### src/hdl/mbd_pkg.sv
// shared types, character codes and decode functions for the mime body decoder
`default_nettype none
package mbd_pkg;

  localparam logic [1:0] ENC_PLAIN = 2'd0;
  localparam logic [1:0] ENC_QP    = 2'd1;
  localparam logic [1:0] ENC_B64   = 2'd2;

  localparam logic [1:0] ACT_BYTE = 2'd0;
  localparam logic [1:0] ACT_PART = 2'd1;
  localparam logic [1:0] ACT_MSG  = 2'd2;

  localparam logic [1:0] REG_ENCODING = 2'd0;
  localparam logic [1:0] REG_QUOTE    = 2'd1;

  localparam int unsigned CFG_DATA_W = 8;
  localparam int unsigned MAX_BYTES  = 4;

  localparam logic [7:0] CH_NUL   = 8'h00;
  localparam logic [7:0] CH_LF    = 8'h0A;
  localparam logic [7:0] CH_CR    = 8'h0D;
  localparam logic [7:0] CH_SP    = 8'h20;
  localparam logic [7:0] CH_PLUS  = 8'h2B;
  localparam logic [7:0] CH_SLASH = 8'h2F;
  localparam logic [7:0] CH_EQ    = 8'h3D;
  localparam logic [7:0] CH_GT    = 8'h3E;

  localparam logic [5:0] B64_PLUS  = 6'd62;
  localparam logic [5:0] B64_SLASH = 6'd63;

  localparam logic [31:0] COUNT_MAX = 32'hFFFF_FFFF;

  typedef struct packed {
    logic       valid;
    logic [3:0] val;
  } hex_t;

  typedef struct packed {
    logic       valid;
    logic       pad;
    logic [5:0] val;
  } b64_sym_t;

  // one queue entry: decoded bytes of one input item, or a message clear
  typedef struct packed {
    logic                            clr_msg;
    logic [2:0]                      n;
    logic [MAX_BYTES-1:0][7:0]       bytes;
  } entry_t;

  function automatic hex_t hex_decode(input logic [7:0] c);
    hex_t h;
    h = '0;
    if (c >= 8'h30 && c <= 8'h39) begin
      h.valid = 1'b1;
      h.val   = c[3:0];
    end else if ((c >= 8'h61 && c <= 8'h66) || (c >= 8'h41 && c <= 8'h46)) begin
      h.valid = 1'b1;
      h.val   = 4'(c[3:0] + 4'd9);
    end
    return h;
  endfunction

  function automatic b64_sym_t b64_decode(input logic [7:0] c);
    b64_sym_t s;
    s = '0;
    if (c >= 8'h41 && c <= 8'h5A) begin
      s.valid = 1'b1;
      s.val   = 6'(c - 8'h41);
    end else if (c >= 8'h61 && c <= 8'h7A) begin
      s.valid = 1'b1;
      s.val   = 6'(c - 8'd71);
    end else if (c >= 8'h30 && c <= 8'h39) begin
      s.valid = 1'b1;
      s.val   = 6'(c + 8'd4);
    end else if (c == CH_PLUS) begin
      s.valid = 1'b1;
      s.val   = B64_PLUS;
    end else if (c == CH_SLASH) begin
      s.valid = 1'b1;
      s.val   = B64_SLASH;
    end else if (c == CH_EQ) begin
      s.valid = 1'b1;
      s.pad   = 1'b1;
    end
    return s;
  endfunction

  function automatic logic is_line_end(input logic [7:0] c);
    return (c == CH_CR) || (c == CH_LF) || (c == CH_NUL);
  endfunction

endpackage
`default_nettype wire

### src/hdl/mbd_if.sv
// channel interfaces: input items, result bytes, register writes
`default_nettype none
interface mbd_in_if;
  logic       valid;
  logic       ready;
  logic [1:0] action;
  logic [7:0] data_byte;
  logic       line_last;
  modport source (output valid, action, data_byte, line_last, input ready);
  modport sink   (input valid, action, data_byte, line_last, output ready);
endinterface

interface mbd_out_if;
  logic        valid;
  logic        ready;
  logic [7:0]  out_byte;
  logic        last_of_run;
  logic [31:0] body_count;
  modport source (output valid, out_byte, last_of_run, body_count, input ready);
  modport sink   (input valid, out_byte, last_of_run, body_count, output ready);
endinterface

interface mbd_cfg_if;
  logic                            valid;
  logic                            ready;
  logic [1:0]                      index;
  logic [mbd_pkg::CFG_DATA_W-1:0]  data;
  modport source (output valid, index, data, input ready);
  modport sink   (input valid, index, data, output ready);
endinterface
`default_nettype wire

### src/hdl/mbd_fifo.sv
// small register queue between front and back
`default_nettype none
module mbd_fifo #(
  parameter int unsigned DEPTH = 4
) (
  input  wire logic            clk,
  input  wire logic            rst_n,
  input  wire logic            push,
  input  wire mbd_pkg::entry_t push_data,
  input  wire logic            pop,
  output mbd_pkg::entry_t      head,
  output logic                 empty,
  output logic                 full
);
  localparam int unsigned AW = (DEPTH > 1) ? $clog2(DEPTH) : 1;
  localparam int unsigned CW = $clog2(DEPTH + 1);

  mbd_pkg::entry_t mem_r [DEPTH];
  logic [AW-1:0] wr_ptr_r, rd_ptr_r;
  logic [CW-1:0] cnt_r;

  assign empty = (cnt_r == '0);
  assign full  = (cnt_r == CW'(DEPTH));
  assign head  = mem_r[rd_ptr_r];

  function automatic logic [AW-1:0] wrap_inc(input logic [AW-1:0] p);
    return (p == AW'(DEPTH - 1)) ? '0 : AW'(p + 1'b1);
  endfunction

  always_ff @(posedge clk) begin
    if (push) begin
      mem_r[wr_ptr_r] <= push_data;
    end
    if (!rst_n) begin
      wr_ptr_r <= '0;
      rd_ptr_r <= '0;
      cnt_r    <= '0;
    end else begin
      if (push) begin
        wr_ptr_r <= wrap_inc(wr_ptr_r);
      end
      if (pop) begin
        rd_ptr_r <= wrap_inc(rd_ptr_r);
      end
      if (push && !pop) begin
        cnt_r <= CW'(cnt_r + 1'b1);
      end else if (pop && !push) begin
        cnt_r <= CW'(cnt_r - 1'b1);
      end
    end
  end

  a_no_push_full: assert property (@(posedge clk) disable iff (!rst_n) push |-> !full)
    else $error("push into full queue");
  a_no_pop_empty: assert property (@(posedge clk) disable iff (!rst_n) pop |-> !empty)
    else $error("pop from empty queue");
endmodule
`default_nettype wire

### src/hdl/mbd_front.sv
// front: accepts input beats, runs qp/base64 decode, queues decoded bytes
`default_nettype none
module mbd_front (
  input  wire logic       clk,
  input  wire logic       rst_n,
  mbd_in_if.sink          in_ch,
  input  wire logic [1:0] encoding,
  input  wire logic       q_full,
  output logic            q_push,
  output mbd_pkg::entry_t q_data
);
  logic [1:0]  qp_stage_r, qp_stage_nxt;
  logic [7:0]  held_r, held_nxt;
  logic [23:0] word_r, word_nxt;
  logic [2:0]  sym_r, sym_nxt;
  logic [4:0]  bits_r, bits_nxt;
  logic        lfin_r, lfin_nxt;
  logic        acc;

  assign in_ch.ready = !q_full;
  assign acc = in_ch.valid && in_ch.ready;

  always_comb begin
    mbd_pkg::entry_t e;
    mbd_pkg::hex_t   hc, hh;
    mbd_pkg::b64_sym_t bs;
    logic [7:0] c;
    logic norm;
    c = in_ch.data_byte;
    e = '0;
    norm = 1'b0;
    hc = mbd_pkg::hex_decode(c);
    hh = mbd_pkg::hex_decode(held_r);
    bs = mbd_pkg::b64_decode(c);
    qp_stage_nxt = qp_stage_r;
    held_nxt = held_r;
    word_nxt = word_r;
    sym_nxt  = sym_r;
    bits_nxt = bits_r;
    lfin_nxt = lfin_r;
    case (in_ch.action)
      mbd_pkg::ACT_PART, mbd_pkg::ACT_MSG: begin
        qp_stage_nxt = '0;
        held_nxt = '0;
        word_nxt = '0;
        sym_nxt  = '0;
        bits_nxt = '0;
        lfin_nxt = 1'b0;
        e.clr_msg = (in_ch.action == mbd_pkg::ACT_MSG);
      end
      mbd_pkg::ACT_BYTE: begin
        if (!lfin_r) begin
          case (encoding)
            mbd_pkg::ENC_QP: begin
              case (qp_stage_r)
                2'd1: begin
                  if (hc.valid) begin
                    held_nxt = c;
                    qp_stage_nxt = 2'd2;
                  end else if (mbd_pkg::is_line_end(c)) begin
                    qp_stage_nxt = 2'd0;
                    lfin_nxt = 1'b1;
                  end else begin
                    e.bytes[e.n[1:0]] = mbd_pkg::CH_EQ;
                    e.n = e.n + 3'd1;
                    qp_stage_nxt = 2'd0;
                    norm = 1'b1;
                  end
                end
                2'd2: begin
                  qp_stage_nxt = 2'd0;
                  if (hc.valid) begin
                    e.bytes[e.n[1:0]] = {hh.val, hc.val};
                    e.n = e.n + 3'd1;
                  end else begin
                    e.bytes[e.n[1:0]] = mbd_pkg::CH_EQ;
                    e.n = e.n + 3'd1;
                    e.bytes[e.n[1:0]] = held_r;
                    e.n = e.n + 3'd1;
                    norm = 1'b1;
                  end
                end
                default: begin
                  qp_stage_nxt = 2'd0;
                  norm = 1'b1;
                end
              endcase
              if (norm) begin
                if (mbd_pkg::is_line_end(c)) begin
                  e.bytes[e.n[1:0]] = mbd_pkg::CH_LF;
                  e.n = e.n + 3'd1;
                  lfin_nxt = 1'b1;
                end else if (c == mbd_pkg::CH_EQ) begin
                  qp_stage_nxt = 2'd1;
                end else begin
                  e.bytes[e.n[1:0]] = c;
                  e.n = e.n + 3'd1;
                end
              end
              // unterminated line end
              if (in_ch.line_last && !lfin_nxt) begin
                if (qp_stage_nxt == 2'd2) begin
                  e.bytes[e.n[1:0]] = mbd_pkg::CH_EQ;
                  e.n = e.n + 3'd1;
                  e.bytes[e.n[1:0]] = held_nxt;
                  e.n = e.n + 3'd1;
                  e.bytes[e.n[1:0]] = mbd_pkg::CH_LF;
                  e.n = e.n + 3'd1;
                end else if (qp_stage_nxt == 2'd0) begin
                  e.bytes[e.n[1:0]] = mbd_pkg::CH_LF;
                  e.n = e.n + 3'd1;
                end
                qp_stage_nxt = 2'd0;
              end
            end
            mbd_pkg::ENC_B64: begin
              if (c == mbd_pkg::CH_NUL) begin
                lfin_nxt = 1'b1;
              end else if (bs.valid) begin
                word_nxt = {word_r[17:0], bs.pad ? 6'd0 : bs.val};
                bits_nxt = bs.pad ? bits_r : 5'(bits_r + 5'd6);
                sym_nxt  = 3'(sym_r + 3'd1);
                if (sym_nxt >= 3'd4) begin
                  if (bits_nxt >= 5'd8) begin
                    e.bytes[e.n[1:0]] = word_nxt[23:16];
                    e.n = e.n + 3'd1;
                  end
                  if (bits_nxt >= 5'd16) begin
                    e.bytes[e.n[1:0]] = word_nxt[15:8];
                    e.n = e.n + 3'd1;
                  end
                  if (bits_nxt >= 5'd24) begin
                    e.bytes[e.n[1:0]] = word_nxt[7:0];
                    e.n = e.n + 3'd1;
                  end
                  sym_nxt  = '0;
                  bits_nxt = '0;
                end
              end
            end
            default: begin
              if (c == mbd_pkg::CH_NUL) begin
                lfin_nxt = 1'b1;
              end else begin
                e.bytes[e.n[1:0]] = c;
                e.n = e.n + 3'd1;
              end
            end
          endcase
        end
        if (in_ch.line_last) begin
          lfin_nxt = 1'b0;
        end
      end
      default: ;
    endcase
    q_data = e;
    q_push = acc && (e.n != 3'd0 || e.clr_msg);
  end

  always_ff @(posedge clk) begin
    if (!rst_n) begin
      qp_stage_r <= '0;
      held_r     <= '0;
      word_r     <= '0;
      sym_r      <= '0;
      bits_r     <= '0;
      lfin_r     <= 1'b0;
    end else if (acc) begin
      qp_stage_r <= qp_stage_nxt;
      held_r     <= held_nxt;
      word_r     <= word_nxt;
      sym_r      <= sym_nxt;
      bits_r     <= bits_nxt;
      lfin_r     <= lfin_nxt;
    end
  end

  a_last_clears_drop: assert property (@(posedge clk) disable iff (!rst_n)
    (acc && in_ch.action == mbd_pkg::ACT_BYTE && in_ch.line_last) |=> !lfin_r)
    else $error("line drop survived line end");
  a_held_is_hex: assert property (@(posedge clk) disable iff (!rst_n)
    (qp_stage_r == 2'd2) |-> mbd_pkg::hex_decode(held_r).valid)
    else $error("held char not a hex digit");
  a_b64_sym_range: assert property (@(posedge clk) disable iff (!rst_n)
    (sym_r < 3'd4) && (bits_r <= 5'd18))
    else $error("base64 collector out of range");
endmodule
`default_nettype wire

### src/hdl/mbd_back.sv
// back: expands queued bytes with quote prefix, counts and registers results
`default_nettype none
module mbd_back (
  input  wire logic            clk,
  input  wire logic            rst_n,
  input  wire logic            quote_en,
  input  wire mbd_pkg::entry_t head,
  input  wire logic            q_empty,
  output logic                 q_pop,
  mbd_out_if.source            out_ch
);
  logic        out_valid_r, out_valid_nxt;
  logic [7:0]  out_byte_r, out_byte_nxt;
  logic        out_last_r, out_last_nxt;
  logic [31:0] count_r, count_nxt;
  logic        als_r, als_nxt;
  logic        sp_r, sp_nxt;
  logic [1:0]  idx_r, idx_nxt;

  assign out_ch.valid       = out_valid_r;
  assign out_ch.out_byte    = out_byte_r;
  assign out_ch.last_of_run = out_last_r;
  assign out_ch.body_count  = count_r;

  always_comb begin
    logic [7:0] b;
    logic adv, emit;
    b = head.bytes[idx_r];
    adv = !out_valid_r || out_ch.ready;
    emit = 1'b0;
    out_valid_nxt = out_valid_r && !out_ch.ready;
    out_byte_nxt  = out_byte_r;
    out_last_nxt  = out_last_r;
    count_nxt = count_r;
    als_nxt = als_r;
    sp_nxt  = sp_r;
    idx_nxt = idx_r;
    q_pop   = 1'b0;
    if (adv && !q_empty) begin
      if (head.clr_msg) begin
        als_nxt = 1'b1;
        count_nxt = '0;
        q_pop = 1'b1;
      end else if (quote_en && als_r && !sp_r) begin
        emit = 1'b1;
        out_byte_nxt = mbd_pkg::CH_GT;
        out_last_nxt = 1'b0;
        als_nxt = 1'b0;
        sp_nxt = (b != mbd_pkg::CH_LF) && (b != mbd_pkg::CH_CR);
      end else if (sp_r) begin
        emit = 1'b1;
        out_byte_nxt = mbd_pkg::CH_SP;
        out_last_nxt = 1'b0;
        sp_nxt = 1'b0;
      end else begin
        emit = 1'b1;
        out_byte_nxt = b;
        if (b == mbd_pkg::CH_LF) begin
          als_nxt = 1'b1;
        end
        if (idx_r == 2'(head.n - 3'd1)) begin
          out_last_nxt = 1'b1;
          idx_nxt = '0;
          q_pop = 1'b1;
        end else begin
          out_last_nxt = 1'b0;
          idx_nxt = 2'(idx_r + 2'd1);
        end
      end
    end
    if (emit) begin
      out_valid_nxt = 1'b1;
      if (count_r != mbd_pkg::COUNT_MAX) begin
        count_nxt = 32'(count_r + 32'd1);
      end
    end
  end

  always_ff @(posedge clk) begin
    out_byte_r <= out_byte_nxt;
    out_last_r <= out_last_nxt;
    if (!rst_n) begin
      out_valid_r <= 1'b0;
      count_r <= '0;
      als_r   <= 1'b1;
      sp_r    <= 1'b0;
      idx_r   <= '0;
    end else begin
      out_valid_r <= out_valid_nxt;
      count_r <= count_nxt;
      als_r   <= als_nxt;
      sp_r    <= sp_nxt;
      idx_r   <= idx_nxt;
    end
  end

  a_count_nonzero: assert property (@(posedge clk) disable iff (!rst_n)
    out_valid_r |-> (count_r != '0))
    else $error("result beat with zero count");
  a_space_after_gt: assert property (@(posedge clk) disable iff (!rst_n)
    sp_r |-> (out_valid_r && out_byte_r == mbd_pkg::CH_GT && !out_last_r))
    else $error("pending space without marker");
  a_prefix_not_last: assert property (@(posedge clk) disable iff (!rst_n)
    (out_valid_r && out_last_r) |-> !sp_r)
    else $error("run ended inside prefix");
endmodule
`default_nettype wire

### src/hdl/mime_body_decoder_top.sv
// top level of the mime body decoder: config registers, front, queue, back
//
//  channel  dir  beat                                   handshake
//  in_ch    in   action, data_byte, line_last           valid/ready
//  out_ch   out  out_byte, last_of_run, body_count      valid/ready
//  cfg_ch   in   index, data                            valid/ready (always ready)
//
// the front takes one input beat per cycle while the queue has room
// the back sends one result beat per cycle while out_ch is ready; an item yields
// 0 to 6 result bytes, prefix bytes included, and a new-message beat yields none
// synchronous active-low reset; registers reset to plain mode, quoting off
// a stalled output only backs up the queue; the front keeps accepting until it fills
`default_nettype none
module mime_body_decoder_top #(
  parameter int unsigned QUEUE_DEPTH = 4
) (
  input  wire logic clk,
  input  wire logic rst_n,
  mbd_in_if.sink    in_ch,
  mbd_out_if.source out_ch,
  mbd_cfg_if.sink   cfg_ch
);
  logic [1:0]      enc_r;
  logic            quote_r;
  logic            q_push, q_pop, q_empty, q_full;
  mbd_pkg::entry_t q_data, q_head;

  assign cfg_ch.ready = 1'b1;

  always_ff @(posedge clk) begin
    if (!rst_n) begin
      enc_r   <= mbd_pkg::ENC_PLAIN;
      quote_r <= 1'b0;
    end else if (cfg_ch.valid) begin
      case (cfg_ch.index)
        mbd_pkg::REG_ENCODING: enc_r   <= cfg_ch.data[1:0];
        mbd_pkg::REG_QUOTE:    quote_r <= cfg_ch.data[0];
        default: ;
      endcase
    end
  end

  mbd_front u_front (
    .clk      (clk),
    .rst_n    (rst_n),
    .in_ch    (in_ch),
    .encoding (enc_r),
    .q_full   (q_full),
    .q_push   (q_push),
    .q_data   (q_data)
  );

  mbd_fifo #(
    .DEPTH (QUEUE_DEPTH)
  ) u_fifo (
    .clk       (clk),
    .rst_n     (rst_n),
    .push      (q_push),
    .push_data (q_data),
    .pop       (q_pop),
    .head      (q_head),
    .empty     (q_empty),
    .full      (q_full)
  );

  mbd_back u_back (
    .clk      (clk),
    .rst_n    (rst_n),
    .quote_en (quote_r),
    .head     (q_head),
    .q_empty  (q_empty),
    .q_pop    (q_pop),
    .out_ch   (out_ch)
  );
endmodule
`default_nettype wire
### src/flat_wrapper.sv
// flat-port wrapper written by rule: the top's interface ports become plain ports
module mime_body_decoder_top_flat 
#(
  parameter int unsigned QUEUE_DEPTH = 4
)
  (clk, rst_n, in_ch_valid, in_ch_action, in_ch_data_byte, in_ch_line_last, in_ch_ready, out_ch_valid, out_ch_out_byte, out_ch_last_of_run, out_ch_body_count, out_ch_ready, cfg_ch_valid, cfg_ch_index, cfg_ch_data, cfg_ch_ready);
  mbd_in_if in_ch_i ();
  mbd_out_if out_ch_i ();
  mbd_cfg_if cfg_ch_i ();
  input  wire logic clk;
  input  wire logic rst_n;
  input wire logic [$bits(in_ch_i.valid)-1:0] in_ch_valid;
  input wire logic [$bits(in_ch_i.action)-1:0] in_ch_action;
  input wire logic [$bits(in_ch_i.data_byte)-1:0] in_ch_data_byte;
  input wire logic [$bits(in_ch_i.line_last)-1:0] in_ch_line_last;
  output wire logic [$bits(in_ch_i.ready)-1:0] in_ch_ready;
  output wire logic [$bits(out_ch_i.valid)-1:0] out_ch_valid;
  output wire logic [$bits(out_ch_i.out_byte)-1:0] out_ch_out_byte;
  output wire logic [$bits(out_ch_i.last_of_run)-1:0] out_ch_last_of_run;
  output wire logic [$bits(out_ch_i.body_count)-1:0] out_ch_body_count;
  input wire logic [$bits(out_ch_i.ready)-1:0] out_ch_ready;
  input wire logic [$bits(cfg_ch_i.valid)-1:0] cfg_ch_valid;
  input wire logic [$bits(cfg_ch_i.index)-1:0] cfg_ch_index;
  input wire logic [$bits(cfg_ch_i.data)-1:0] cfg_ch_data;
  output wire logic [$bits(cfg_ch_i.ready)-1:0] cfg_ch_ready;
  assign in_ch_i.valid = in_ch_valid;
  assign in_ch_i.action = in_ch_action;
  assign in_ch_i.data_byte = in_ch_data_byte;
  assign in_ch_i.line_last = in_ch_line_last;
  assign in_ch_ready = in_ch_i.ready;
  assign out_ch_valid = out_ch_i.valid;
  assign out_ch_out_byte = out_ch_i.out_byte;
  assign out_ch_last_of_run = out_ch_i.last_of_run;
  assign out_ch_body_count = out_ch_i.body_count;
  assign out_ch_i.ready = out_ch_ready;
  assign cfg_ch_i.valid = cfg_ch_valid;
  assign cfg_ch_i.index = cfg_ch_index;
  assign cfg_ch_i.data = cfg_ch_data;
  assign cfg_ch_ready = cfg_ch_i.ready;
  mime_body_decoder_top #(.QUEUE_DEPTH(QUEUE_DEPTH)) u_core (.clk(clk), .rst_n(rst_n), .in_ch(in_ch_i), .out_ch(out_ch_i), .cfg_ch(cfg_ch_i));
endmodule
### config.mk
export PLATFORM = sky130hd
export DESIGN_NAME = mime_body_decoder_top_flat
export DESIGN_NICKNAME = d
export VERILOG_FILES = /design/src/hdl/mbd_pkg.sv /design/src/hdl/mbd_if.sv /design/src/hdl/mbd_fifo.sv /design/src/hdl/mbd_front.sv /design/src/hdl/mbd_back.sv /design/src/hdl/mime_body_decoder_top.sv /design/src/flat_wrapper.sv
export SDC_FILE = /design/constraint.sdc
export NUM_CORES = 1
export LEC_CHECK = 0
export CELL_PAD_IN_SITES_DETAIL_PLACEMENT = 2
export CELL_PAD_IN_SITES_GLOBAL_PLACEMENT = 2
export CORE_ASPECT_RATIO = 1.75
export CORE_MARGIN = 5
export CORE_UTILIZATION = 40
export CTS_BUF_LIST = sky130_fd_sc_hd__clkbuf_4
export CTS_CLUSTER_SIZE = 10
export DETAILED_ROUTE_END_ITERATION = 7
export DONT_BUFFER_PORTS = 1
export PLACE_DENSITY_LB_ADDON = 0.1
export SYNTH_ARGS = -nofsm -noshare
export SYNTH_HDL_FRONTEND = slang
export SYNTH_HIERARCHICAL = 1
export SYNTH_SLANG_ARGS = --single-unit
### constraint.sdc
create_clock -name clk -period 6.8 [get_ports clk]
set_clock_uncertainty 0.05 [all_clocks]
set_input_delay 1.36 -clock clk [delete_from_list [all_inputs] [get_ports clk]]
set_output_delay 1.36 -clock clk [all_outputs]
set_load 0.1 [all_outputs]
# --- Yosys cells after proc, flatten, opt, wreduce, memory -nomap -nowiden ---
# Memories as Yosys holds them, arrays and structs flattened. A register that Yosys moved wholly into a read port is not among the register bits.
# Cells that the tools add are included.
word_totals:
  ff_bits: 93
  latch_bits: 0
  ramBits: 144
  rom_bits: 0
  inputBits: 26
  wordCells: 355
  mem_count: 1
classes:
  add_sub_neg: 20
  multipliers: 0
  div_mod_pow: 0
  magnitude_cmp: 31
  n_eq_ne: 27
  shift: 0
  mux: 185
  n_bitwise: 15
  n_reduce_logical: 57
mem_list:
  columns: ["memory", "words", "word_bits", "read_ports", "rd_ports_with_merged_regs", "wr", "line", "text"]
  rows:
  - ["u_core.u_fifo.mem_r", 4, 36, 1, 1, 1, "mbd_fifo.sv:18", "mbd_pkg::entry_t mem_r [DEPTH];"]
ops:
  columns: ["cell", "count"]
  rows:
  - ["$mux 35", 22]
  - ["$mux 8", 31]
  - ["$bwmux 32", 4]
  - ["$mux 32", 4]
  - ["$demux 8 s2", 6]
  - ["$mux 18", 4]
  - ["$not 24->24", 3]
  - ["$and 24x24->24", 2]
  - ["$le 8x7->1 const B", 6]
  - ["$mux 1", 48]
  - ["$mux 3", 16]
  - ["$mux 6", 8]
  - ["$pmux 24 s2", 1]
  - ["$pmux 8 s2", 3]
  - ["$mux 5", 9]
  - ["$mux 2", 18]
  - ["$pmux 18 s2", 1]
  - ["$add 32x1->32 const B", 1]
  - ["$ge 8x7->1 const B", 4]
  - ["$ne 32x32->1 const B", 1]
  - ["$add 3x1->3 const B", 8]
  - ["$and 12x24->24", 1]
  - ["$eq 8x4->1 const B", 3]
  - ["$eq 8x6->1 const B", 3]
  - ["48 further kinds", 128]

# --- Depth between registers and ports, before layout ---
# Gate-level depths: netlist of the first run.
depth:
  ltp_word: 47
  ltp_mapped: 27

# --- Hierarchy ---
# The synthesis of the first run kept the hierarchy.
modules_own_cells:
  columns: ["mod", "n_inst", "cells_per_inst", "area_per_inst_um2"]
  rows:
  - ["mbd_fifo", 1, 232, 5706.7]
  - ["mbd_front", 1, 727, 5009.8]
  - ["mbd_back", 1, 293, 2492.4]
  - ["mime_body_decoder_top", 1, 15, 146.4]

# --- Least setup slack after synthesis of the first run ---
# Ideal clock, no wire load.
synth_timing:
  path_kind: "input to register"
  from: "input in_ch_data_byte[3]"
  to: "memory u_core/u_fifo/mem_r[0][0] (netlist bit) (enable)"
  setup_time_ns: 0.397
  arrival_ns: 6.852
  required_time_ns: 6.353
  setup_slack_ns: -0.498
  cell_stages: 22
  cell_sequence: "clkbuf_1 clkinv_1 ha_1 a21o_1 a2111oi_0 and2_1 buf_4 nor3_4 nor2_1 a31oi_1 or2_2 ha_1 a22oi_1 inv_1 ha_1 xnor2_1 a311oi_1 xnor2_1 o21a_1 o211ai_1 a31oi_1 and2_1"
synth_via:
  elab_chain_len: 37
  elab_cells_between_ends: 115
synth_rtl:
  columns: ["element", "line", "text"]
  rows:
  - ["from (decl)", "flat_wrapper.sv:14", "input wire logic [$bits(in_ch_i.data_byte)-1:0] in_ch_data_byte;"]
  - ["$eq 8x6->1", "mbd_pkg.sv:82, mbd_front.sv:93", null]
  - ["$mux 2", "mbd_pkg.sv:82", "end else if (c == CH_EQ) begin"]
  - ["$mux 1", "mbd_pkg.sv:79", "end else if (c == CH_SLASH) begin"]
  - ["$mux 1", "mbd_pkg.sv:76", "end else if (c == CH_PLUS) begin"]
  - ["$mux 1", "mbd_pkg.sv:73", "end else if (c >= 8'h30 && c <= 8'h39) begin"]
  - ["$mux 1", "mbd_pkg.sv:70", "end else if (c >= 8'h61 && c <= 8'h7A) begin"]
  - ["$mux 1", "mbd_pkg.sv:67", "if (c >= 8'h41 && c <= 8'h5A) begin"]
  - ["$mux 5", "mbd_front.sv:121", "bits_nxt = bs.pad ? bits_r : 5'(bits_r + 5'd6);"]
  - ["[22 not listed]", null, null]
  - ["$mux 35 (*)", "mbd_front.sv:52", "if (!lfin_r) begin"]
  - ["$mux 35 (*)", "mbd_front.sv:41", "case (in_ch.action)"]
  - ["$reduce_bool 3->1 (*)", "mbd_front.sv:158", "q_push = acc && (e.n != 3'd0 || e.clr_msg);"]
  - ["$logic_or 1x1->1 (*)", "mbd_front.sv:158", null]
  - ["$logic_and 1x1->1 (*)", "mbd_front.sv:158", null]
  - ["named net u_core.q_push", "mime_body_decoder_top.sv:25", "logic q_push, q_pop, q_empty, q_full;"]
  - ["$mux 1 (*)", "mbd_fifo.sv:31", "if (push) begin"]
  - ["$mux 1 (not written as such) (*)", "mbd_fifo.sv:32", "mem_r[wr_ptr_r] <= push_data;"]
  - ["to (decl)", "mbd_fifo.sv:18", null]
# The timed path passes the listed nets; every way through them passes the cells marked *. The select of a mux whose other input is x is not followed.

# --- Worst setup path after layout of the first run ---
layout_timing:
  from: "input in_ch_data_byte[3]"
  to: "register u_core.u_fifo.cnt_r[2]"
layout_via:
  elab_chain_len: 38
  elab_cells_between_ends: 118
layout_rtl:
  columns: ["element", "line", "text"]
  rows:
  - ["$eq 8x6->1", "mbd_pkg.sv:82, mbd_front.sv:93", null]
  - ["$mux 2", "mbd_pkg.sv:82", null]
  - ["$mux 1", "mbd_pkg.sv:79", null]
  - ["$mux 1", "mbd_pkg.sv:76", null]
  - ["$mux 1", "mbd_pkg.sv:73", null]
  - ["$mux 1", "mbd_pkg.sv:70", null]
  - ["$mux 1", "mbd_pkg.sv:67", null]
  - ["$mux 5", "mbd_front.sv:121", null]
  - ["[23 not listed]", null, null]
  - ["$mux 35 (*)", "mbd_front.sv:41", null]
  - ["$reduce_bool 3->1 (*)", "mbd_front.sv:158", null]
  - ["$logic_or 1x1->1 (*)", "mbd_front.sv:158", null]
  - ["$logic_and 1x1->1 (*)", "mbd_front.sv:158", null]
  - ["named net u_core.q_push", "mime_body_decoder_top.sv:25", null]
  - ["$logic_not 1->1", "mbd_fifo.sv:47", "end else if (pop && !push) begin"]
  - ["$logic_and 1x1->1", "mbd_fifo.sv:47", null]
  - ["$reduce_bool 2->1 (no source line)", null, null]
  - ["to (signal assigned)", "mbd_fifo.sv:46", "cnt_r <= CW'(cnt_r + 1'b1);"]
  - ["to (signal assigned)", "mbd_fifo.sv:48", "cnt_r <= CW'(cnt_r - 1'b1);"]
  - ["to (decl)", "mbd_fifo.sv:20", "logic [CW-1:0] cnt_r;"]
# Marks and branches as above.
# A chain may end at the register's enable or synchronous reset.

==> results.md, run 1 <==
* Status: finished, final reports clean
* Post-place setup slack at -66.00 ps
* Gr ovfl total at 0
* Clk pin slew, worst setup/hold paths at 60 ps
* CP max stage cell: a2111oi_0
* Post-Place Cells at about 1.6k
* Nets at approximately 1.4k
* IO Port Bufs at 0
* Hold Vio Cnt, Final at 0
* Sink Count at ~230
* Power density over cell area at 273.5 nW/um^2
* Post_cts resized at 0
* Worst Path Arrival at approximately 6700 ps
* First-pass GRT wire length at roughly 74000 um
* Number of global-route vias before repair at between 10k and 15k
* Hold-fix buffer count after cts at 0
* Clock Tree Root: clkbuf_4
* Maximum vdd drop at 0.1029 mV
* Rows at between 80 and 90
* Synthesized area at 13210 sq um
* Wire per inst at about 28 um
* # IOs at 70
* Area grow syn2layout at 10.48%
* Core area at 32810 sq um
* RSZ-0062 raised after global routing: false
* CP Capture Type: flip-flop
* Final setup violation count at 0
* Routed Wire Length at about 50000 um
* Starting Density at approximately two fifths
* Worst setup margin at between 700 and 800 ps
* Die X at about 150 um
* Later-pin clock latency in the skew report at between 700 and 800 ps
* Routability Congestion at between 0.9 and 1
* Leak pwr at 4.832 nW
* WS Path Type: input port to flip-flop
* Period Utilization, post-route at between 80 and 90%
* CTS Buffer Depth at 3
* Post-layout min period at about 6100 ps
* Die Span Y at 250.4 um
* Vias/cell at 6.338
* Max Fclk at about 160 MHz
* Postcts setup bufs at 0
* Share of post-route cells with drive strength above 1 at between 15 and 20%
* Syn Inst Count at 1261
* Worst Tran Pin Value at 1135 ps
* Drt pass-1 iters at 5
* Startpoint Class: input port
* Post-DP HPWL at ~38000 um
* Non-Filler Instances at between 1.5k and 2k
* Max-slew violation count at 0
* Pin count of the biggest net entering global routing at between 40 and 50
* DR vias at between 10k and 15k
* CTS tree: built
* Rel. slew slack at approximately a quarter
* Post-route ant nets at 0
* Number of max-cap violations at 0
* Yosys warnings at 6
* H-tree depth at 2
* TritonCTS buffer count at 57
* Most frequent CP cell: ha_1
* Initial antenna violation count at 1
* Total GRT Usage at a little over a quarter
* Critical Path Fanout Max at 15
* DRC viols at 0
* Avg Cell Area, Syn at 10.47 sq um
* Die area at ~37000 sq um
* Mapped Nets at 1329
* Worst EP required at ~7400 ps
* Max stage delay on crit path at about 480 ps
* Hold/Removal Path Class: flip-flop to flip-flop
* DRT iter0 DRCs at 494
==> final cells by class <==
class | instances | area, sq um
Antenna cell | 1 | 2.502
Clock buffer | 81 | 608.1
Clock inverter | 25 | 152.6
Fill cell | 3527 | 18220
Inverter | 52 | 196.4
Multi-Input combinational cell | 900 | 6454
Sequential cell | 234 | 6177
Tap cell | 405 | 506.7
Timing Repair Buffer | 56 | 495.5
==> layer usage <==
metal	wire length, um	vias to the layer above	track usage [%]
met3	1538	191	3.620
met4	4035	0	18.85
met1	16400	5689	24.87
met2	27030	311	50.47
li1	-	4925	-
met5	0	-	0
==> report_power, final <==
part	total (W)	leakage, nW	switching (W)	internal, W
clock network	0.00122	0.449	0.000589	0.000628
registers	0.00185	2.00	0.000246	0.00160
logic	0.000927	2.38	0.000568	0.000360
==> critical path: cells and delay by family <==
kind                       cells  cell delay, ps
AOI/OAI and AO/OA              9            1970
and+or+nand+nor                5            1120
buffers and inverters          4             400
xor gates and xnor gates       3             490
adders and majority gates      5            1310
==> flip-flops by register name, summed over array words and instances, names as in the netlist, 2 cells and up, named ones only <==
signal and cells:
u_core/u_back/out_ch.body_count 32, u_core/u_fifo/mem_r 140, u_core/u_fifo/rd_ptr_r 2, u_core/u_fifo/cnt_r 3
u_core/u_front/qp_stage_r 2, u_core/u_front/word_r 18, u_core/u_back/out_ch.out_byte 8, u_core/u_front/sym_r 3
u_core/enc_r 2, u_core/u_back/idx_r 2, u_core/u_front/held_r 8, u_core/u_front/bits_r 4
u_core/u_fifo/wr_ptr_r 2
==> placed cells by master, fill, tap and decap left out, types with 6 or more instances in the layout <==
master,n
clkinv_2,6
a31oi_1,36
dfxtp_1,84
o221ai_1,7
mux4_1,6
mux2i_1,11
clkinv_1,18
nor2_1,86
a21oi_1,74
edfxtp_1,149
and3_1,23
inv_1,49
xnor2_1,20
buf_4,50
buf_12,6
nor4_1,9
ha_1,41
nand3_1,64
o22ai_1,13
o21ai_0,70
nand4_1,10
a22oi_1,8
or3_1,13
nor3_1,30
nand2_1,95
o21a_1,15
and2_1,15
mux4_2,37
a21o_1,8
nor2b_1,32
nand2b_1,6
o211ai_1,16
a211oi_1,9
clkbuf_4,81
a21boi_0,8
==> through the flow <==
stage | utilization (%) | power, W | setup TNS [ps] | hold WS [ps] | cell area, sq um
2_1_floorplan | - | 0.002559 | 0 | 381.3 | 13230
3_3_place_gp | 42.15 | 0.002773 | 0 | 397.5 | 13830
3_5_place_dp | 42.15 | 0.002821 | -66.00 | 416.0 | 13830
4_1_cts | 44.47 | 0.004056 | 0 | 432.3 | 14590
5_1_grt | 44.47 | 0.004191 | 0 | 442.2 | 14590
6_report | 44.47 | 0.003991 | 0 | 423.4 | 14590
==> path summary, 6_finish.rpt <==
check,from,endpoint,slack [ps],cells past startpoint
max,in_ch_data_byte[3],u_core/u_fifo/cnt_r[2],710,26
max reg2reg,u_core/u_front/qp_stage_r[0],u_core/u_fifo/cnt_r[2],1550,23
min reg2reg,u_core/u_front/sym_r[1],u_core/u_front/sym_r[1],420,2
min,u_core/u_front/sym_r[1],u_core/u_front/sym_r[1],420,2
No activity file was read; power rests on OpenSTA's default activity.
==> inputs of run 2 (changes only) <==
--- a/config.mk
+++ b/config.mk
@@ -9,12 +9,12 @@
 export CELL_PAD_IN_SITES_GLOBAL_PLACEMENT = 2
 export CORE_ASPECT_RATIO = 1.75
 export CORE_MARGIN = 5
-export CORE_UTILIZATION = 40
+export CORE_UTILIZATION = 48
 export CTS_BUF_LIST = sky130_fd_sc_hd__clkbuf_4
 export CTS_CLUSTER_SIZE = 10
 export DETAILED_ROUTE_END_ITERATION = 7
 export DONT_BUFFER_PORTS = 1
-export PLACE_DENSITY_LB_ADDON = 0.1
+export PLACE_DENSITY = 0.92
 export SYNTH_ARGS = -nofsm -noshare
 export SYNTH_HDL_FRONTEND = slang
 export SYNTH_HIERARCHICAL = 1
==> constraint.sdc (replaced) <==
create_clock -name clk -period 7.5 [get_ports clk]
set_clock_uncertainty 0.05 [all_clocks]
set_input_delay 1.5 -clock clk [delete_from_list [all_inputs] [get_ports clk]]
set_output_delay 1.5 -clock clk [all_outputs]
set_load 0.1 [all_outputs]
==> run 2 against run 1 <==
The run now ends with max-capacitance violations, max-slew violations left. Hold slack better by 11 ps. Combinational power down 1%. Utilization up 8.1 points. Flip-flop and latch count unchanged. First-iteration DRC count rose to 3.0 times the previous value. Non-clock buffer count down 17. Via count up 10%. Sequential power down 9%. Setup slack worse by 210 ps. Critical path depth down 1. Clock power down 4%. Critical endpoint unchanged.
==> results.md, run 2 (synthesis gave the netlist of run 1 again) <==
* Pin count of the biggest net entering global routing at slightly below 50
* Vias/cell at 7.184
* CP Capture Type: flip-flop
* Flop2flop setup slack at 1790 ps
* Gr ovfl total at 0
* DR vias at between 10k and 15k
* Die Span Y at roughly 230 um
* Register area at 6177 sq um
* DRT iter0 DRCs at between 1k and 1.5k
* Status: finished with violations
* Leak pwr at ~4.7 nW
* Number of global-route vias before repair at approximately 13k
* Starting Density at 48.52%
* Startpoint Class: input port
* Core area at between 20000 and 30000 sq um
* Hold Vio Cnt, Final at 0
* Setup TNS at 0 ps
* Post-Place Cells at approximately 1.6k
* Most frequent CP cell: ha_1
* Most flops, register: u_core/u_fifo/mem_r
* Area occupied by multi-input gates at 6437 sq um
* Area grow syn2layout at 8.449%
* Non-Filler Instances at 1702
* Post-route ant nets at 0
* Period Utilization, post-route at around 93%
* WS Path Type: input port to flip-flop
* CTS tree: built
* RSZ-0062 raised after global routing: false
* Maximum vdd drop at 0.2009 mV
* Nets at 1352
* Failing checks: max-capacitance violations, max-slew violations
* Worst Tran Pin Value at around 1500 ps
* IO Port Bufs at 0
* Max-slew violation count at 2
* Hold/Removal Path Class: flip-flop to flip-flop
* # IOs at 70
* Share of post-route cells with drive strength above 1 at 14.58%
* Hold-fix buffer count after cts at 0
* First-pass GRT wire length at 89960 um
* Number of max-cap violations at 1
* Initial antenna violation count at 2
* Final setup violation count at 0
* Die X at 135.4 um
* Clock Tree Root: clkbuf_4
* Max stage delay on crit path at about 450 ps
* Rows at 80
* TritonCTS buffer count at 57
* Leading cell type in the layout, fill and taps excluded: edfxtp_1
* Later-pin clock latency in the skew report at around 800 ps
* Rel. slew slack at -2.741%
* Max Fclk at 142.8 MHz
* H-tree depth at 2
* Max reg flops at 140
* Worst Path Arrival at about 7600 ps
* Drt pass-1 iters at 5
* DRC viols at 0
* Wire per inst at approximately 36 um
* Total GRT Usage at 38.85%
* Post_cts resized at 0
* Commonest cells after routing, fill and taps aside: edfxtp_1 (149), nand2_1 (95), nor2_1 (86)
* Post-DP HPWL at 38620 um
* Routability Congestion at slightly above 1
* Routed Wire Length at between 60000 and 70000 um
* Fillcell total at between 2k and 3k
* Clk pin slew, worst setup/hold paths at about 80 ps
* Post-layout min period at around 7000 ps
* Die area at roughly 31000 sq um
* Critical Path Fanout Max at 17
* Postcts setup bufs at 0
* Sink Count at approximately 230
* CP max stage cell: nor3_4
* CTS Buffer Depth at 3
* Worst EP required at a little over 8000 ps
* Power density over cell area at 263.2 nW/um^2
[run 2: metrics by stage]
stage / util [%] / hold slack (ps) / cell area (sq um) / total power (W) / setup slack (ps)
global placement: 49.87 / 392.2 / 13580 / 0.002463 / 539.7
finish: 52.61 / 434.1 / 14330 / 0.003771 / 496.1
global route: 52.61 / 470.7 / 14330 / 0.003877 / 468.0
CTS: 52.60 / 444.2 / 14320 / 0.003762 / 756.3
floorplan: - / 381.3 / 13210 / 0.002320 / 109.1
detailed placement: 49.87 / 428.2 / 13580 / 0.002537 / 126.8
[run 2: final timing paths]
check	from	to	depth (start not counted)
worst max-delay path	in_ch_data_byte[2]	u_core/u_fifo/cnt_r[2]	25
worst min-delay path	u_core/u_front/sym_r[1]	u_core/u_front/sym_r[1]	2
worst max register to register	u_core/u_front/qp_stage_r[0]	u_core/u_fifo/cnt_r[2]	22
worst min register to register	u_core/u_front/sym_r[1]	u_core/u_front/sym_r[1]	2
[run 2: layer usage]
layer | vias up | routed length (um) | global-route usage, %
li1 | 4887 | - | -
met1 | 6116 | 19780 | 41.32
met2 | 881 | 30430 | 66.51
met3 | 344 | 4548 | 7.356
met4 | 0 | 6142 | 30.17
met5 | - | 0 | 0
[run 2: area by class of cell]
| class | count | area share, % |
|---|---|---|
| Clock inverter | 23 | 0.8385 |
| Sequential cell | 234 | 43.12 |
| Timing Repair Buffer | 39 | 2.131 |
| Clock buffer | 83 | 4.350 |
| Tap cell | 369 | 3.223 |
| Inverter | 52 | 1.363 |
| Antenna cell | 2 | 0.03494 |
| Multi-Input combinational cell | 900 | 44.94 |
[run 2: where the power goes]
group          switching (W)  internal (W)
clock network       0.000626      0.000545
registers           0.000231       0.00145
logic               0.000598      0.000319
total                0.00146       0.00232
[run 2: worst max-delay path, delay by kind of cell]
kind | cells | cell delay (ps)
AO/OA/AOI/OAI | 7 | 1580
XOR/XNOR | 3 | 410
adder cells (fa/ha/maj) | 5 | 1600
buffers and inverters | 4 | 790
AND/OR/NAND/NOR | 6 | 1690
==> inputs of run 3 (changes only) <==
--- a/config.mk
+++ b/config.mk
@@ -5,16 +5,17 @@
 export SDC_FILE = /design/constraint.sdc
 export NUM_CORES = 1
 export LEC_CHECK = 0
+export CAP_MARGIN = 5
 export CELL_PAD_IN_SITES_DETAIL_PLACEMENT = 2
 export CELL_PAD_IN_SITES_GLOBAL_PLACEMENT = 2
 export CORE_ASPECT_RATIO = 1.75
 export CORE_MARGIN = 5
-export CORE_UTILIZATION = 48
+export CORE_UTILIZATION = 25
 export CTS_BUF_LIST = sky130_fd_sc_hd__clkbuf_4
 export CTS_CLUSTER_SIZE = 10
 export DETAILED_ROUTE_END_ITERATION = 7
 export DONT_BUFFER_PORTS = 1
-export PLACE_DENSITY = 0.92
+export PLACE_DENSITY = 0.55
 export SYNTH_ARGS = -nofsm -noshare
 export SYNTH_HDL_FRONTEND = slang
 export SYNTH_HIERARCHICAL = 1
==> run 3 against run 2 <==
Wire length down 17%. Critical endpoint unchanged. Via count down 13%. Sequential power about the same. Hold slack worse by 15 ps. The flow now finishes without violations. Clock power about the same. Largest cell class unchanged. Critical path type unchanged. Flip-flop and latch count unchanged. Final cell count up 19%. Register-to-register slack better by 160 ps. Utilization down 24 points.
==> results.md, run 3 (synthesis gave the netlist of run 1 again) <==
* Status: finished, final reports clean
* WHS at 418.9 ps
* Post-route ant nets at 0
* RSZ-0062 raised after global routing: false
* Leading cell type in the layout, fill and taps excluded: edfxtp_1
* Leak pwr at between 4 and 5 nW
* Clock share of power at a little under a third
* Wire per inst at between 20 and 25 um
* Share of post-route cells with drive strength above 1 at ~16%
* Post-route cell area at about 15000 sq um
* Sw Ratio at roughly a third
* CP Capture Type: flip-flop
* Post_cts resized at 0
* Period Utilization, post-route at 87.32%
* Crit path buf inv count at 3
* Max Fclk at 152.7 MHz
* Routability Congestion at 0.8798
* Power density over cell area at between 200 and 250 nW/um^2
* Post-place setup slack at ~220 ps
* Max layer used: met5
* Max-slew violation count at 0
* Drt pass-1 iters at 6
* Detail Route met2 WL at 28210 um
* CTS tree: built
* WL met3 at ~1600 um
* Internal power at between 0.002 and 0.0025 W
* Gr ovfl total at 0
* DRT iter0 DRCs at 326
* Post-DP Area at ~14000 sq um
* Combinational power share at 22.6%
* Maximum vdd drop at roughly 0.090 mV
* Critical path, cell by cell: inv_1 -> ha_1 -> nor2b_1 -> o211ai_1 -> o221a_2 -> nor3_4 -> a31oi_1 -> or2_2 -> ha_1 -> a22oi_1 -> inv_1 -> ha_1 -> xnor2_1 -> a311oi_1 -> xnor2_1 -> o21a_1 -> o211ai_1 -> a31oi_1 -> ha_1 -> inv_1 -> fa_1 -> xor2_1 -> or3_1 -> a21boi_0
* Psw at 0.001272 W
* Area grow syn2layout at 12.73%
* Most flops, register: u_core/u_fifo/mem_r
* Hold Vio Cnt, Final at 0
* CP max stage cell: a31oi_1
* Die area at 57710 sq um
* Worst Path Arrival at 7150 ps
* Worst EP required at approximately 8000 ps
* Met1 WL at approximately 17000 um
* Vias/cell at roughly 5.3
* Nets at roughly 1.4k
* Final setup violation count at 0
* Hold/Removal Path Class: flip-flop to flip-flop
* Number of global-route vias before repair at approximately 12k
* Pin count of the biggest net entering global routing at between 40 and 50
* Sink Count at between 200 and 250
* DR vias at 10.66k
* Starting Density at roughly 25%
* Critical Path Fanout Max at 14
* Startpoint Class: input port
* Postcts setup bufs at 0
* CTS Buffer Depth at 3
* Initial antenna violation count at 3
* Die Span Y at 314.1 um
* Clock Tree Root: clkbuf_4
* TritonCTS buffer count at 60
* Setup TNS at 0 ps
* Largest delay share family, worst path: compound AO/OA/AOI/OAI gates
* Worst setup margin at 950.7 ps
* Rows at 111
* Clk pin slew, worst setup/hold paths at approximately 70 ps
* Routed Wire Length at 50330 um
* Commonest cells after routing, fill and taps aside: edfxtp_1 (149), nand2_1 (95), nor2_1 (86)
* IO Port Bufs at 0
* Worst Tran Pin Value at around 1100 ps
* Max reg flops at 140
* Post-DP HPWL at between 30000 and 40000 um
* DRC viols at 0
* WS Path Type: input port to flip-flop
* Later-pin clock latency in the skew report at between 700 and 800 ps
* Max stage delay on crit path at slightly above 500 ps
* Number of max-cap violations at 0
* Post-layout min period at roughly 6500 ps
* Total GRT Usage at 17.35%
* Reg power frac at 45.8%
* Most frequent CP cell: ha_1
* Hold-fix buffer count after cts at 0
* H-tree depth at 2
* # IOs at 70
* Rel. slew slack at about a quarter
* Die X at around 180 um
* First-pass GRT wire length at 76600 um
* Core area at 52360 sq um
[run 3: worst min-delay path, stage by stage (launching register included)]
cell and delay, ps:
dfxtp_1 320, nand2_1 50, a21oi_1 50
[run 3: power groups by stage]
stage	Sequential (W)	Combinational (W)	Clock, W
after floorplan	0.00169	0.000631	0
after global placement	0.00169	0.000832	0
after detailed placement	0.00169	0.000849	0
after CTS	0.00166	0.000850	0.00121
after global routing	0.00167	0.000905	0.00127
final	0.00166	0.000821	0.00115
[run 3: layout make-up]
type                            instances  area (sq um)
Fill cell                            5781         37470
Antenna cell                            1         2.502
Multi-Input combinational cell        900          6442
Clock buffer                           81         608.1
Tap cell                              678         848.3
Timing Repair Buffer                   48         410.4
Clock inverter                         33         206.4
Inverter                               52         195.2
Sequential cell                       234          6177
[run 3: path summary, 6_finish.rpt]
| kind | depth (start not counted) | startpoint | to | slack (ps) |
|---|---|---|---|---|
| max | 24 | in_ch_data_byte[1] | u_core/u_fifo/cnt_r[2] | 950 |
| min | 2 | u_core/u_front/sym_r[1] | u_core/u_front/sym_r[1] | 420 |
| max reg2reg | 21 | u_core/u_front/qp_stage_r[0] | u_core/u_fifo/cnt_r[2] | 1950 |
| min reg2reg | 2 | u_core/u_front/sym_r[1] | u_core/u_front/sym_r[1] | 420 |
[run 3: layer usage]
metal / up-vias / global-route usage [%]
met5: - / 0
met3: 117 / 2.439
li1: 4926 / -
met1: 5401 / 16.80
met2: 213 / 33.74
met4: 2 / 10.73
[run 3: per-stage QoR]
step | utilization (%) | total power [W] | instances
finish | 28.44 | 0.003625 | 2027
global route | 28.44 | 0.003844 | 2027
CTS | 28.43 | 0.003725 | 2026
detailed placement | 26.88 | 0.002539 | 1912
global placement | 26.88 | 0.002518 | 1912
floorplan | - | 0.002320 | 1261
